==> src/design/rmss_pkg.sv <==
// Package for the relay motor start sequencer.
// Holds the sequencer state type, register indexes and reset values.
// No dependencies.
package rmss_pkg;

   typedef enum logic [1:0] {
      SEQ_OFF   = 2'd0,
      SEQ_READY = 2'd1,
      SEQ_START = 2'd2,
      SEQ_ON    = 2'd3
   } seq_state_type;

   localparam int unsigned CSR_INDEX_W = 2;
   localparam int unsigned CSR_DATA_W  = 16;
   localparam int unsigned TIME_W      = 32;
   localparam int unsigned REQ_DATA_W  = 40;
   localparam int unsigned RSP_DATA_W  = 8;

   typedef logic [CSR_INDEX_W-1:0] csr_index_type;

   localparam csr_index_type REG_DEBOUNCE  = 2'd0;
   localparam csr_index_type REG_MIN_OFF   = 2'd1;
   localparam csr_index_type REG_MIN_READY = 2'd2;
   localparam csr_index_type REG_MIN_START = 2'd3;

   localparam logic [CSR_DATA_W-1:0] DEBOUNCE_RST  = 16'd100;
   localparam logic [CSR_DATA_W-1:0] MIN_OFF_RST   = 16'd2000;
   localparam logic [CSR_DATA_W-1:0] MIN_READY_RST = 16'd500;
   localparam logic [CSR_DATA_W-1:0] MIN_START_RST = 16'd1000;

endpackage

==> src/design/relay_motor_start_sequencer.sv <==
// Relay motor start sequencer: debounces the on/off request and steps two
// relays through off, ready, start and on with minimum dwell times.
// Depends on rmss_pkg.
//
//  channel | direction | handshake              | payload
//  req     | in        | req_tvalid/req_tready  | req_tdata: now_ms, want_on
//  rsp     | out       | rsp_tvalid/rsp_tready  | rsp_tdata: state, relays, control
//  csr     | in        | csr_valid/csr_ready    | csr_index, csr_data
//
// One transaction per clock sustained while rsp_tready is high; a request passes
// through the input register, then the update logic into the result register.
// The input register refills in the cycle it drains, so a stalled result
// only stops intake once both registers are full.
// Synchronous active-high reset restores the register defaults and the off
// state; csr writes are always taken.
module relay_motor_start_sequencer
   import rmss_pkg::*;
(
   input  logic                      clock,
   input  logic                      reset,
   input  logic                      req_tvalid,
   output logic                      req_tready,
   input  logic [REQ_DATA_W-1:0]     req_tdata,  // [31:0] now_ms, [32] want_on, zero fill
   output logic                      rsp_tvalid,
   input  logic                      rsp_tready,
   output logic [RSP_DATA_W-1:0]     rsp_tdata,  // [1:0] blade_state, [2] relay_a_on,
                                                 // [3] relay_b_on, [4] accepted_control
   input  logic                      csr_valid,
   output logic                      csr_ready,
   input  csr_index_type             csr_index,
   input  logic [CSR_DATA_W-1:0]     csr_data
);

   logic [CSR_DATA_W-1:0] debounce_ff, min_off_ff, min_ready_ff, min_start_ff;

   logic                  in_valid_ff;
   logic [TIME_W-1:0]     now_ff;
   logic                  want_ff;

   logic                  ctl_ff, ctl_in;
   seq_state_type         state_ff, state_in;
   logic [TIME_W-1:0]     agree_ff, agree_in;
   logic [TIME_W-1:0]     off_time_ff, off_time_in;
   logic [TIME_W-1:0]     ready_time_ff, ready_time_in;
   logic [TIME_W-1:0]     start_time_ff, start_time_in;

   logic                  out_valid_ff;
   logic [RSP_DATA_W-1:0] out_data_ff, out_data_in;

   logic                  advance;
   logic                  relay_a, relay_b;
   logic [TIME_W-1:0]     since_agree, since_off, since_ready, since_start;

   assign csr_ready  = 1'b1;
   assign advance    = in_valid_ff && (!out_valid_ff || rsp_tready);
   assign req_tready = !in_valid_ff || advance;
   assign rsp_tvalid = out_valid_ff;
   assign rsp_tdata  = out_data_ff;

   always_ff @(posedge clock) begin
      if (reset) begin
         debounce_ff  <= DEBOUNCE_RST;
         min_off_ff   <= MIN_OFF_RST;
         min_ready_ff <= MIN_READY_RST;
         min_start_ff <= MIN_START_RST;
      end else if (csr_valid) begin
         case (csr_index)
            REG_DEBOUNCE:  debounce_ff  <= csr_data;
            REG_MIN_OFF:   min_off_ff   <= csr_data;
            REG_MIN_READY: min_ready_ff <= csr_data;
            REG_MIN_START: min_start_ff <= csr_data;
            default: ;
         endcase
      end
   end

   always_ff @(posedge clock) begin
      if (reset) begin
         in_valid_ff <= 1'b0;
      end else if (req_tready) begin
         in_valid_ff <= req_tvalid;
      end
      if (req_tready && req_tvalid) begin
         now_ff  <= req_tdata[TIME_W-1:0];
         want_ff <= req_tdata[TIME_W];
      end
   end

   assign since_agree = now_ff - agree_ff;
   assign since_off   = now_ff - off_time_ff;
   assign since_ready = now_ff - ready_time_ff;
   assign since_start = now_ff - start_time_ff;

   always_comb begin
      ctl_in        = ctl_ff;
      agree_in      = agree_ff;
      state_in      = state_ff;
      off_time_in   = off_time_ff;
      ready_time_in = ready_time_ff;
      start_time_in = start_time_ff;

      if (want_ff != ctl_ff) begin
         if (since_agree > {16'd0, debounce_ff}) begin
            ctl_in = want_ff;
         end
      end else begin
         agree_in = now_ff;
      end

      if (!ctl_in) begin
         state_in = SEQ_OFF;
         if (state_ff != SEQ_OFF) begin
            off_time_in = now_ff;
         end
      end else begin
         case (state_ff)
            SEQ_OFF: begin
               if (since_off > {16'd0, min_off_ff}) begin
                  state_in      = SEQ_READY;
                  ready_time_in = now_ff;
               end
            end
            SEQ_READY: begin
               if (since_ready > {16'd0, min_ready_ff}) begin
                  state_in      = SEQ_START;
                  start_time_in = now_ff;
               end
            end
            SEQ_START: begin
               if (since_start > {16'd0, min_start_ff}) begin
                  state_in = SEQ_ON;
               end
            end
            default: state_in = state_ff;
         endcase
      end

      case (state_in)
         SEQ_READY: begin relay_a = 1'b1; relay_b = 1'b0; end
         SEQ_START: begin relay_a = 1'b1; relay_b = 1'b1; end
         SEQ_ON:    begin relay_a = 1'b0; relay_b = 1'b1; end
         default:   begin relay_a = 1'b0; relay_b = 1'b0; end
      endcase

      out_data_in = {3'd0, ctl_in, relay_b, relay_a, state_in};
   end

   always_ff @(posedge clock) begin
      if (reset) begin
         ctl_ff        <= 1'b0;
         state_ff      <= SEQ_OFF;
         agree_ff      <= '0;
         off_time_ff   <= '0;
         ready_time_ff <= '0;
         start_time_ff <= '0;
         out_valid_ff  <= 1'b0;
      end else begin
         if (advance) begin
            ctl_ff        <= ctl_in;
            state_ff      <= state_in;
            agree_ff      <= agree_in;
            off_time_ff   <= off_time_in;
            ready_time_ff <= ready_time_in;
            start_time_ff <= start_time_in;
            out_valid_ff  <= 1'b1;
         end else if (rsp_tready) begin
            out_valid_ff  <= 1'b0;
         end
      end
      if (advance) begin
         out_data_ff <= out_data_in;
      end
   end

   a_on_needs_control: assert property (@(posedge clock) disable iff (reset)
      (state_ff != SEQ_OFF) |-> ctl_ff)
      else $error("sequencer active while control is off");

   a_step_order: assert property (@(posedge clock) disable iff (reset)
      (advance && state_in != state_ff) |->
         (state_in == SEQ_OFF || state_in == seq_state_type'(state_ff + 2'd1)))
      else $error("sequencer skipped a state");

   a_relay_match: assert property (@(posedge clock) disable iff (reset)
      out_valid_ff |-> (out_data_ff[2] == (out_data_ff[1:0] == SEQ_READY ||
                                           out_data_ff[1:0] == SEQ_START)) &&
                       (out_data_ff[3] == (out_data_ff[1:0] == SEQ_START ||
                                           out_data_ff[1:0] == SEQ_ON)))
      else $error("relay drive does not match state");

   a_result_from_state: assert property (@(posedge clock) disable iff (reset)
      advance |=> (out_data_ff[1:0] == state_ff && out_data_ff[4] == ctl_ff))
      else $error("result does not match updated state");

endmodule

==> config.mk <==
export PLATFORM = sky130hd
export DESIGN_NAME = relay_motor_start_sequencer
export DESIGN_NICKNAME = d
export VERILOG_FILES = /design/src/design/rmss_pkg.sv /design/src/design/relay_motor_start_sequencer.sv
export SDC_FILE = /design/constraint.sdc
export NUM_CORES = 1
export LEC_CHECK = 0
export BUFFER_PORTS_ARGS = -buffer_cell sky130_fd_sc_hd__buf_2
export CELL_PAD_IN_SITES_DETAIL_PLACEMENT = 0
export CELL_PAD_IN_SITES_GLOBAL_PLACEMENT = 2
export CORE_ASPECT_RATIO = 1.1
export CORE_MARGIN = 3
export CORE_UTILIZATION = 33
export CTS_CLUSTER_SIZE = 10
export DETAILED_ROUTE_END_ITERATION = 10
export GPL_TIMING_DRIVEN = 0
export PLACE_DENSITY = 0.72
export RECOVER_POWER = 25
export SLEW_MARGIN = 20
export SYNTH_ARGS = -nofsm -noshare
export SYNTH_HDL_FRONTEND = slang
export SYNTH_SLANG_ARGS = --single-unit
export TNS_END_PERCENT = 50
==> constraint.sdc <==
create_clock -name clock -period 16.45 [get_ports clock]
set_input_delay 0.8225 -clock clock [delete_from_list [all_inputs] [get_ports clock]]
set_output_delay 0.8225 -clock clock [all_outputs]
set_load 0.03 [all_outputs]
==> results of run 1 <==
[cells in the final DEF, fill, tap and decap left out, types with 25 or more instances in the layout]
cell type  Yosys  routed
a211oi_1      29      29
a21o_1        45      45
a21oi_1      229     229
buf_2          8      65
clkbuf_1      82      97
clkbuf_16      0      32
dfxtp_1      197     197
edfxtp_1      38      38
ha_1         190     190
inv_1        222     222
mux2i_1      104     104
nand2_1      288     288
nand2b_1     144     144
nand3_1       33      33
nand4_1       47      47
nor2_1       114     114
nor3_1        26      25
o21a_1        27      27
o21ai_0       83      83
xnor2_1       42      42
xor2_1        41      41
[sequential cells by signal, indices dropped and copies added (netlist names), 2 cells and up]
name and count:
min_ready_ff 16, ready_time_ff 32, state_ff 2, now_ff 32
off_time_ff 32, min_off_ff 16, rsp_tdata 5, debounce_ff 16
agree_ff 32, start_time_ff 32, min_start_ff 16
[worst register-to-register path: cells and delay by family (launching register included)]
family	cells	cell delay, ns
simple gates	4	2.08
compound gates	8	1.80
fa+ha+maj	3	0.85
buf+inv	3	0.75
mux	2	0.63
flops	1	0.48
xor+xnor	1	0.15
[worst min-delay path by stage]
stage / slack (ns) / to
final: 0.40 / now_ff[13]$_DFFE_PP_
after global routing: 0.38 / now_ff[12]$_DFFE_PP_
after CTS: 0.37 / now_ff[9]$_DFFE_PP_
after detailed placement: 0.45 / agree_ff[16]$_SDFFE_PP0P_
after global placement: 0.44 / agree_ff[18]$_SDFFE_PP0P_
after floorplan: 0.44 / agree_ff[10]$_SDFFE_PP0P_
[power by group]
group	switching, W	internal [W]	total (W)	leakage (nW)
Combinational	0.000258	0.000158	0.000415	5.66
Clock	0.000271	0.000376	0.000646	0.472
Sequential	0.0000249	0.000606	0.000631	1.97
[logic make-up after synthesis]
kind of cell / count (synthesis) / synth area share
DFF: 235 / 0.279
other: 2 / 0.000413
adders and majority gates: 194 / 0.135
buffers and inverters: 329 / 0.0715
and+or+nand+nor: 763 / 0.209
AOI/OAI and AO/OA: 582 / 0.204
xor gates and xnor gates: 83 / 0.0399
muxes: 109 / 0.0605
[cells in the mapped netlist (all sizes together), types with 6 or more instances]
cell type / instances
a2111oi: 10
a211o: 15
a211oi: 29
a21boi: 6
a21o: 45
a21oi: 229
a31oi: 14
and2: 12
and3: 8
and4: 11
buf: 24
clkbuf: 82
dfxtp: 197
edfxtp: 38
ha: 190
inv: 223
mux2i: 104
nand2: 289
nand2b: 144
nand3: 33
nand3b: 14
nand4: 49
nor2: 114
nor2b: 17
nor3: 26
nor4: 15
o2111ai: 7
o211a: 6
o211ai: 21
o21a: 27
o21ai: 85
o21bai: 16
o22ai: 7
o31ai: 9
or2: 6
or3: 7
or4: 6
xnor2: 42
xor2: 41
[layer usage]
layer | up-vias | routed length, um | GRT usage
met3 | 61 | 2270 | 0.0188
met2 | 298 | 28000 | 0.345
met5 | - | 0 | 0
met4 | 0 | 1420 | 0.0513
met1 | 7708 | 28700 | 0.275
li1 | 8282 | - | -
[final cells by class]
class,instances,area (um2),area share
plain buffers,106,464,0.0228
clock buffers,48,901,0.0442
clock inverters,7,58.8,0.00288
inverters,223,837,0.0411
multi-input cells,1735,11800,0.580
flip-flops and latches,235,5080,0.249
well taps,728,911,0.0447
repair buffers,61,307,0.0150
[per-stage QoR]
step                      setup WS [ns]  power, W  hold slack [ns]
after floorplan                   10.95  0.000926            0.436
after global placement             9.18   0.00105            0.442
final                              9.64   0.00169            0.400
after global routing               9.35   0.00178            0.383
after CTS                          9.53   0.00171            0.373
after detailed placement           9.61   0.00106            0.449
==> flow_summary_export.csv, run 1 <==
group,metric,value,unit
run_status,outcome,"finished, violations left",
run_status,violations,"max-capacitance violations, max-slew violations",
detailed_routing,ant_nets,0,
timing,setup_total_negative_slack,0,ns
setup_path,required,16.96,ns
place,place.gp.congestion,0.903,
detailed_routing,detailedRoute.firstPassIterationCount,7,
final_layout,share_of_cells_above_drive_strength_1,0.0605,
clock_tree,cts_hold_buffers,0,
detailed_routing,wl_per_cell,19.2,um
clock_tree,postCtsSetupRepairBufs,0,
detailed_routing,vias_per_cell,5.20,
setup_path,critical_path_buf_inv_count,3,
setup_path,worst_setup_path_endpoint,"off_time_ff[3]$_SDFFE_PP0P_",
final_layout,areaGrowthSynthToFinish,12.0,%
synth,synthesis.area_per_instance,7.92,um2
timing,max_freq,0.147,GHz
synth,synth-seq-cells,235,
synth,synthTopCellsByArea,"dfxtp_1 (22%), ha_1 (13%), a21oi_1 (6.3%)",
timing,slew_headroom,-0.141,
detailed_routing,drt_iter0_markers,1001,
detailed_routing,remaining_drc_errors,0,
power_and_ir_drop,cellPowerDensity,83.0,nW/um2
clock_tree,clock_tree.root_cell,"clkbuf_16",
synth,seq_area_frac_synth,0.279,
floorplan,io_pins,74,
setup_path,worstPathCellList,"inv_1 -> ha_1 -> inv_1 -> fa_1 -> a211oi_1 -> o21a_1 -> a21oi_1 -> a41oi_1 -> xnor2_1 -> ha_1 -> a21o_1 -> a21o_1 -> a211oi_1 -> a21oi_1 -> or4_1 -> or4_1 -> and4bb_1 -> mux2_4 -> nor3_2 -> buf_2 -> mux2i_1",
place,postPlaceCellArea,19400,um2
setup_path,worst-r2r-setup-slack,9.64,ns
global_routing,number_of_global_route_vias_before_repair,15961,
floorplan,die-area,58000,um2
final_layout,fill_cells,5778,
global_routing,grt_pass1_wl,92200,um
timing,setup_repair_after_global_routing_missed_its_margin,"false",
global_routing,antenna_found_initial,1,
detailed_routing,detail_route.wirelength,60400,um
synth,ys_dominant_reg_cell,"dfxtp_1",
final_layout,post-route-cell-area,20400,um2
floorplan,row_count,89,
timing,layout_min_cycle_time,6.81,ns
floorplan,die_x,230,um
floorplan,initial_core_util,0.336,
hold_path,timing.hold.worst_path_depth,1,
synth,syn_inst,2297,
setup_path,startpoint_of_the_most_critical_setup_path,"now_ff[0]$_DFFE_PP_",
floorplan,fp.coreArea,54100,um2
synth,synth_largest_type_area_fraction,0.217,
setup_path,worstPathArrival,7.32,ns
hold_path,min_from,"req_tdata[13]",
place,port-buffer-count,59,
timing,timing.final.max_slew_violations,25,
setup_path,crit_type,"reg -> reg",
place,dp_cells,3088,
final_layout,antennaDiodeCount,0,
synth,synth_enable_flop_cells,38,
clock_tree,clk_latency,0.59,ns
clock_tree,cts-root-to-sink-buffers,3,
final_layout,nNetsFinal,2650,
timing,setup_viol,0,
synth,yosys_warnings,0,
clock_tree,cts_made_buffers,31,
synth,post-synth-top-area-cell,"dfxtp_1",
power_and_ir_drop,power.leakage,8.10,nW
final_layout,finalCoreUtilization,0.377,
global_routing,grt_start_max_net_pins,25,
setup_path,cp_slowest_stage_delay,0.58,ns
hold_path,hold_path.class,"in -> reg",
timing,min_period_over_period,0.414,
setup_path,critical-path-slowest-cell,"nor3_2",
synth,asyncSetResetFlopFracSynth,0,
global_routing,remaining_global_route_overflow,0,
clock_tree,register_clock_pin_slew_on_the_reported_worst_setup_and_hold_paths,0.07,ns
place,detailed_place_hpwl,49300,um
clock_tree,ctsResizeCount,0,
synth,synth.cell_area,18200,um2
clock_tree,cts_tree,"yes",
setup_path,length_in_cells_of_the_worst_reg_to_reg_path,21,
setup_path,cpLargestDelayFamily,"simple AND/OR/NAND/NOR gates",
setup_path,worst-path-stages,21,
timing,hold_violations,0,
global_routing,track_usage,0.202,
flow_run,drv.max_cap_violation_count,1,
setup_path,worst-path-max-fanout,10,
clock_tree,cts.sinks,235,
detailed_routing,dr_total_vias,16349,
synth,post_synth_num_cell_types,85,
setup_path,crit-reg2reg-launch,"now_ff[0]$_DFFE_PP_",
setup_path,crit-reg2reg-capture,"off_time_ff[3]$_SDFFE_PP0P_",
timing,clock-skew-final,0.0181,ns
floorplan,die_h,252,um
setup_path,crit_path_end_kind,"flip-flop",
setup_path,setup.worst_path.start_class,"flip-flop",
power_and_ir_drop,vdd_ir_drop_max,78.9,uV
clock_tree,cts-htree-levels,1,
timing,worst_pin_slew,1.71,ns
final_layout,finalNonFillerCells,3143,
Power figures use the tool's default switching activity.
==> run 2: changes to the inputs <==
==> constraint.sdc (replaced) <==
create_clock -name clock -period 7.1 [get_ports clock]
set_input_delay 0.355 -clock clock [delete_from_list [all_inputs] [get_ports clock]]
set_output_delay 0.355 -clock clock [all_outputs]
set_load 0.03 [all_outputs]
==> flow_summary_export.csv, run 2 (synthesis gave the netlist of run 1 again) <==
group,metric,value,unit
final_layout,final_cell_mix,"nand2_1 (288), a21oi_1 (229), inv_1 (222)",
setup_path,length_in_cells_of_the_worst_reg_to_reg_path,22,
detailed_routing,detailedRoute.firstPassIterationCount,5,
detailed_routing,remaining_drc_errors,0,
final_layout,antennaDiodeCount,0,
setup_path,worst-path-max-fanout,6,
final_layout,fill_cells,5734,
timing,timing.final.max_slew_violations,0,
place,detailed_place_hpwl,49300,um
final_layout,layout_commonest_cell,"nand2_1",
timing,min_period_over_period,0.936,
global_routing,antenna_found_initial,1,
setup_path,setup.worst_path.start_class,"flip-flop",
global_routing,grt_start_max_net_pins,25,
power_and_ir_drop,power.share.clock,0.380,
global_routing,grt_pass1_wl,92700,um
timing,layout_min_cycle_time,6.65,ns
global_routing,global_route.usage.met3,0.0185,
setup_path,crit_type,"reg -> reg",
floorplan,die-area,58000,um2
power_and_ir_drop,power.share.switching,0.326,
power_and_ir_drop,power_frac_comb,0.249,
place,post-place-ws,0.255,ns
detailed_routing,dr_total_vias,16500,
place,port-buffer-count,59,
hold_path,hold_path.class,"in -> reg",
timing,fin_ws,0.451,ns
global_routing,global_route.peak_usage_layer,"met2",
floorplan,die_x,230,um
hold_path,timing.hold.worst_path_depth,4,
timing,setup_repair_after_global_routing_missed_its_margin,"false",
clock_tree,cts_tree,"yes",
clock_tree,clk_latency,0.59,ns
timing,hold_slack,0.0860,ns
power_and_ir_drop,power.leakage,8.25,nW
clock_tree,postCtsSetupRepairBufs,0,
place,postPlaceCellArea,19400,um2
floorplan,row_count,89,
floorplan,io_pins,74,
timing,clock-skew-final,0.0198,ns
power_and_ir_drop,seq_power_share,0.371,
clock_tree,cts.sinks,235,
timing,worst_pin_slew,1.13,ns
setup_path,crit_path_end_kind,"flip-flop",
timing,slew_headroom,0.245,
timing,setup_viol,0,
power_and_ir_drop,cellInternalPower,0.00265,W
clock_tree,cts_made_buffers,31,
clock_tree,clock_tree.root_cell,"clkbuf_16",
setup_path,worstPathArrival,6.98,ns
clock_tree,cts-root-to-sink-buffers,3,
floorplan,fp.coreArea,54100,um2
final_layout,nNetsFinal,2684,
detailed_routing,detail_route.wirelength,60800,um
detailed_routing,wl_per_cell,19.1,um
timing,max_freq,0.150,GHz
global_routing,track_usage,0.203,
global_routing,number_of_global_route_vias_before_repair,16106,
global_routing,grt.met1_usage,0.276,
final_layout,post-route-cell-area,20800,um2
floorplan,die_h,252,um
setup_path,required,7.43,ns
final_layout,areaGrowthSynthToFinish,14.0,%
flow_run,drv.max_cap_violation_count,0,
final_layout,share_of_cells_above_drive_strength_1,0.0600,
run_status,outcome,"complete, no violations",
global_routing,remaining_global_route_overflow,0,
clock_tree,cts-htree-levels,1,
global_routing,global_route.usage.met2,0.347,
detailed_routing,ant_nets,0,
timing,hold_violations,0,
power_and_ir_drop,cellPowerDensity,190,nW/um2
floorplan,initial_core_util,0.336,
clock_tree,register_clock_pin_slew_on_the_reported_worst_setup_and_hold_paths,0.06,ns
power_and_ir_drop,switchingPower,0.00128,W
detailed_routing,vias_per_cell,5.19,
detailed_routing,drt_iter0_markers,1039,
power_and_ir_drop,vdd_ir_drop_max,183,uV
place,place.gp.congestion,0.903,
==> run 2: power groups by stage <==
| stage | Combinational, W | Sequential, W | Clock, W |
|---|---|---|---|
| after CTS | 0.000982 | 0.00146 | 0.00154 |
| final | 0.000978 | 0.00146 | 0.00150 |
| after detailed placement | 0.000961 | 0.00149 | 0 |
| after global placement | 0.000951 | 0.00149 | 0 |
| after floorplan | 0.000685 | 0.00146 | 0 |
| after global routing | 0.00109 | 0.00147 | 0.00159 |
==> run 2: cell type report <==
cell class / count / area (um2) / share of cell area
buffer: 106 / 464 / 0.0224
clock buffer: 48 / 901 / 0.0434
clock inverter: 7 / 58.8 / 0.00283
inverter: 223 / 837 / 0.0403
multi-input combinational: 1735 / 11800 / 0.570
sequential: 235 / 5080 / 0.245
tap: 728 / 911 / 0.0439
timing repair buffer: 95 / 663 / 0.0320
==> run 2: per-stage QoR <==
stage	instances	power, W	setup TNS, ns	util
2_1_floorplan	2299	0.00215	0	-
3_3_place_gp	3086	0.00244	-4.31	0.359
3_5_place_dp	3088	0.00245	0	0.359
4_1_cts	3177	0.00398	0	0.383
5_1_grt	3177	0.00414	0	0.383
6_report	3177	0.00394	0	0.383
==> run 2: metal layers <==
layer	vias up	share of wire
met5	-	0
met2	292	0.47
met4	0	0.023
li1	8353	-
met1	7791	0.48
met3	64	0.036
==> run 2: timing repair <==
| action | CTS | global route |
|---|---|---|
| hold buffers | 34 | 0 |
| gates resized for setup | 0 | 1 |
| hold endpoints to repair | 34 | 0 |
| setup endpoints to repair | 0 | 1 |
==> run 2: worst max-delay path: stages, from the launching register on <==
cell,delay (ns)
edfxtp_1,0.48
inv_1,0.26
ha_1,0.22
inv_1,0.05
fa_1,0.42
a211oi_1,0.32
o21a_1,0.30
a21oi_1,0.13
a41oi_1,0.26
xnor2_1,0.14
ha_1,0.20
a21o_1,0.17
a21o_1,0.17
a211oi_1,0.25
a21oi_1,0.20
or4_1,0.55
or4_1,0.57
and4bb_1,0.39
mux2_4,0.27
inv_2,0.05
or4_1,0.53
ha_1,0.20
or2_2,0.26
==> run 2: path summary, 6_finish.rpt <==
| path | start | end | slack [ns] |
|---|---|---|---|
| worst max-delay path | now_ff[0]$_DFFE_PP_ | rsp_tdata[3]$_DFFE_PP_ | 0.45 |
| worst min-delay path | rsp_tready | rsp_tvalid$_SDFFE_PP0P_ | 0.09 |
| worst max register to register | now_ff[0]$_DFFE_PP_ | rsp_tdata[3]$_DFFE_PP_ | 0.45 |
| worst min register to register | agree_ff[24]$_SDFFE_PP0P_ | agree_ff[24]$_SDFFE_PP0P_ | 0.45 |
==> run 3: changes to the inputs <==
--- a/config.mk
+++ b/config.mk
@@ -9,7 +9,7 @@
 export CELL_PAD_IN_SITES_DETAIL_PLACEMENT = 0
 export CELL_PAD_IN_SITES_GLOBAL_PLACEMENT = 2
 export CORE_ASPECT_RATIO = 1.1
-export CORE_MARGIN = 3
+export CORE_MARGIN = 2
 export CORE_UTILIZATION = 33
 export CTS_CLUSTER_SIZE = 10
 export DETAILED_ROUTE_END_ITERATION = 10
==> flow_summary_export.csv, run 3 (synthesis gave the netlist of run 1 again) <==
group,metric,value,unit
floorplan,die-area,57000,um2
final_layout,finalCoreUtilization,0.379,
final_layout,final_cell_mix,"nand2_1 (288), a21oi_1 (229), inv_1 (222)",
timing,min_period_over_period,0.943,
setup_path,worst-path-max-fanout,9,
setup_path,required,7.41,ns
final_layout,nNetsFinal,2683,
timing,timing.final.max_slew_violations,0,
setup_path,setup.worst_path.start_class,"flip-flop",
global_routing,remaining_global_route_overflow,0,
final_layout,layout_commonest_cell,"nand2_1",
place,port-buffer-count,59,
clock_tree,cts_made_buffers,29,
timing,setup_viol,0,
final_layout,areaGrowthSynthToFinish,13.8,%
final_layout,share_of_cells_above_drive_strength_1,0.0594,
hold_path,hold_path.class,"in -> reg",
timing,max_freq,0.149,GHz
detailed_routing,dr_total_vias,16546,
floorplan,io_pins,74,
floorplan,die_x,228,um
detailed_routing,detailedRoute.firstPassIterationCount,6,
detailed_routing,remaining_drc_errors,0,
setup_path,worstPathArrival,7.01,ns
flow_run,drv.max_cap_violation_count,0,
timing,hold_violations,0,
setup_path,crit_type,"reg -> reg",
power_and_ir_drop,power.leakage,8.23,nW
clock_tree,clk_latency,0.57,ns
detailed_routing,ant_nets,0,
timing,slew_headroom,0.148,
global_routing,grt_pass1_wl,95200,um
timing,setup_repair_after_global_routing_missed_its_margin,"false",
detailed_routing,vias_per_cell,5.21,
clock_tree,cts.sinks,235,
final_layout,post-route-cell-area,20700,um2
global_routing,antenna_found_initial,0,
place,detailed_place_hpwl,50700,um
global_routing,track_usage,0.213,
detailed_routing,detail_route.wirelength,62000,um
power_and_ir_drop,cellPowerDensity,187,nW/um2
power_and_ir_drop,vdd_ir_drop_max,166,uV
floorplan,row_count,90,
detailed_routing,drt_iter0_markers,1020,
final_layout,antennaDiodeCount,0,
clock_tree,cts_tree,"yes",
setup_path,crit_path_end_kind,"flip-flop",
place,place.gp.congestion,0.875,
clock_tree,cts-htree-levels,1,
global_routing,grt_start_max_net_pins,24,
floorplan,die_h,250,um
clock_tree,clock_tree.root_cell,"clkbuf_16",
timing,clock-skew-final,0.0161,ns
floorplan,fp.coreArea,54700,um2
floorplan,initial_core_util,0.333,
detailed_routing,wl_per_cell,19.5,um
power_and_ir_drop,fin_total_pwr,0.00388,W
global_routing,number_of_global_route_vias_before_repair,16616,
run_status,outcome,"complete, no violations",
clock_tree,cts-root-to-sink-buffers,3,
clock_tree,register_clock_pin_slew_on_the_reported_worst_setup_and_hold_paths,0.06,ns
timing,worst_pin_slew,1.27,ns
timing,layout_min_cycle_time,6.70,ns
place,postPlaceCellArea,19500,um2
-- run 3: per-layer routing --
metal / global-route usage / share of wire / vias to the layer above
li1: - / - / 8340
met1: 0.277 / 0.46 / 7873
met2: 0.376 / 0.48 / 260
met3: 0.0158 / 0.030 / 73
met4: 0.0644 / 0.029 / 0
met5: 0 / 0 / -
-- run 3: final cells by class --
type	instances	area, um2
Inverter	223	837
Multi-Input combinational cell	1735	11900
Timing Repair Buffer	96	669
Tap cell	736	921
Clock inverter	4	48.8
Clock buffer	42	837
Fill cell	5851	34000
Buffer	106	464
Sequential cell	235	5080
-- run 3: critical path, stage by stage (launching register included) --
cell       delay, ns
edfxtp_1        0.64
ha_1            0.39
nor2b_1         0.19
o2111ai_1       0.27
a2111oi_1       0.91
nor3_1          0.20
xnor2_1         0.34
ha_1            0.29
and3_1          0.18
nand4_1         0.15
o21ai_0         0.09
or3_1           0.44
a32oi_1         0.23
and4_1          0.23
nand4_1         0.18
o41ai_4         0.58
nor2_1          0.11
or4_1           0.52
ha_1            0.21
or2_2           0.27
-- run 3: what timing repair did --
action / CTS / global route
hold endpoints to repair: 34 / 0
setup endpoints to repair: 0 / 20
hold buffers: 34 / 0
resized for setup: 0 / 4
setup buffers: 0 / 2
-- run 3: per-stage QoR --
step	hold slack [ns]	setup slack (ns)	std cells	TNS, ns
after global placement	0.443	-0.228	3094	-6.11
final	0.0953	0.402	3177	0
after floorplan	0.436	1.60	2299	0
after detailed placement	0.447	0.210	3095	0
after global routing	0.0862	0.0608	3177	0
after CTS	0.0650	0.162	3175	0
-- run 3: power by group --
part / total [W] / switching (W) / internal, W
combinational: 0.000981 / 0.000602 / 0.000379
clock: 0.00143 / 0.000593 / 0.000842
sequential: 0.00146 / 0.0000597 / 0.00140
total: 0.00388 / 0.00125 / 0.00262
-- run 3: worst paths after layout --
| check | endpoint | cells after the start | start | slack (ns) |
|---|---|---|---|---|
| worst max-delay path | rsp_tdata[3]$_DFFE_PP_ | 19 | now_ff[1]$_DFFE_PP_ | 0.40 |
| worst min register to register | agree_ff[6]$_SDFFE_PP0P_ | 2 | agree_ff[6]$_SDFFE_PP0P_ | 0.45 |
| worst min-delay path | rsp_tvalid$_SDFFE_PP0P_ | 4 | rsp_tready | 0.1 |
| worst max register to register | rsp_tdata[3]$_DFFE_PP_ | 19 | now_ff[1]$_DFFE_PP_ | 0.40 |
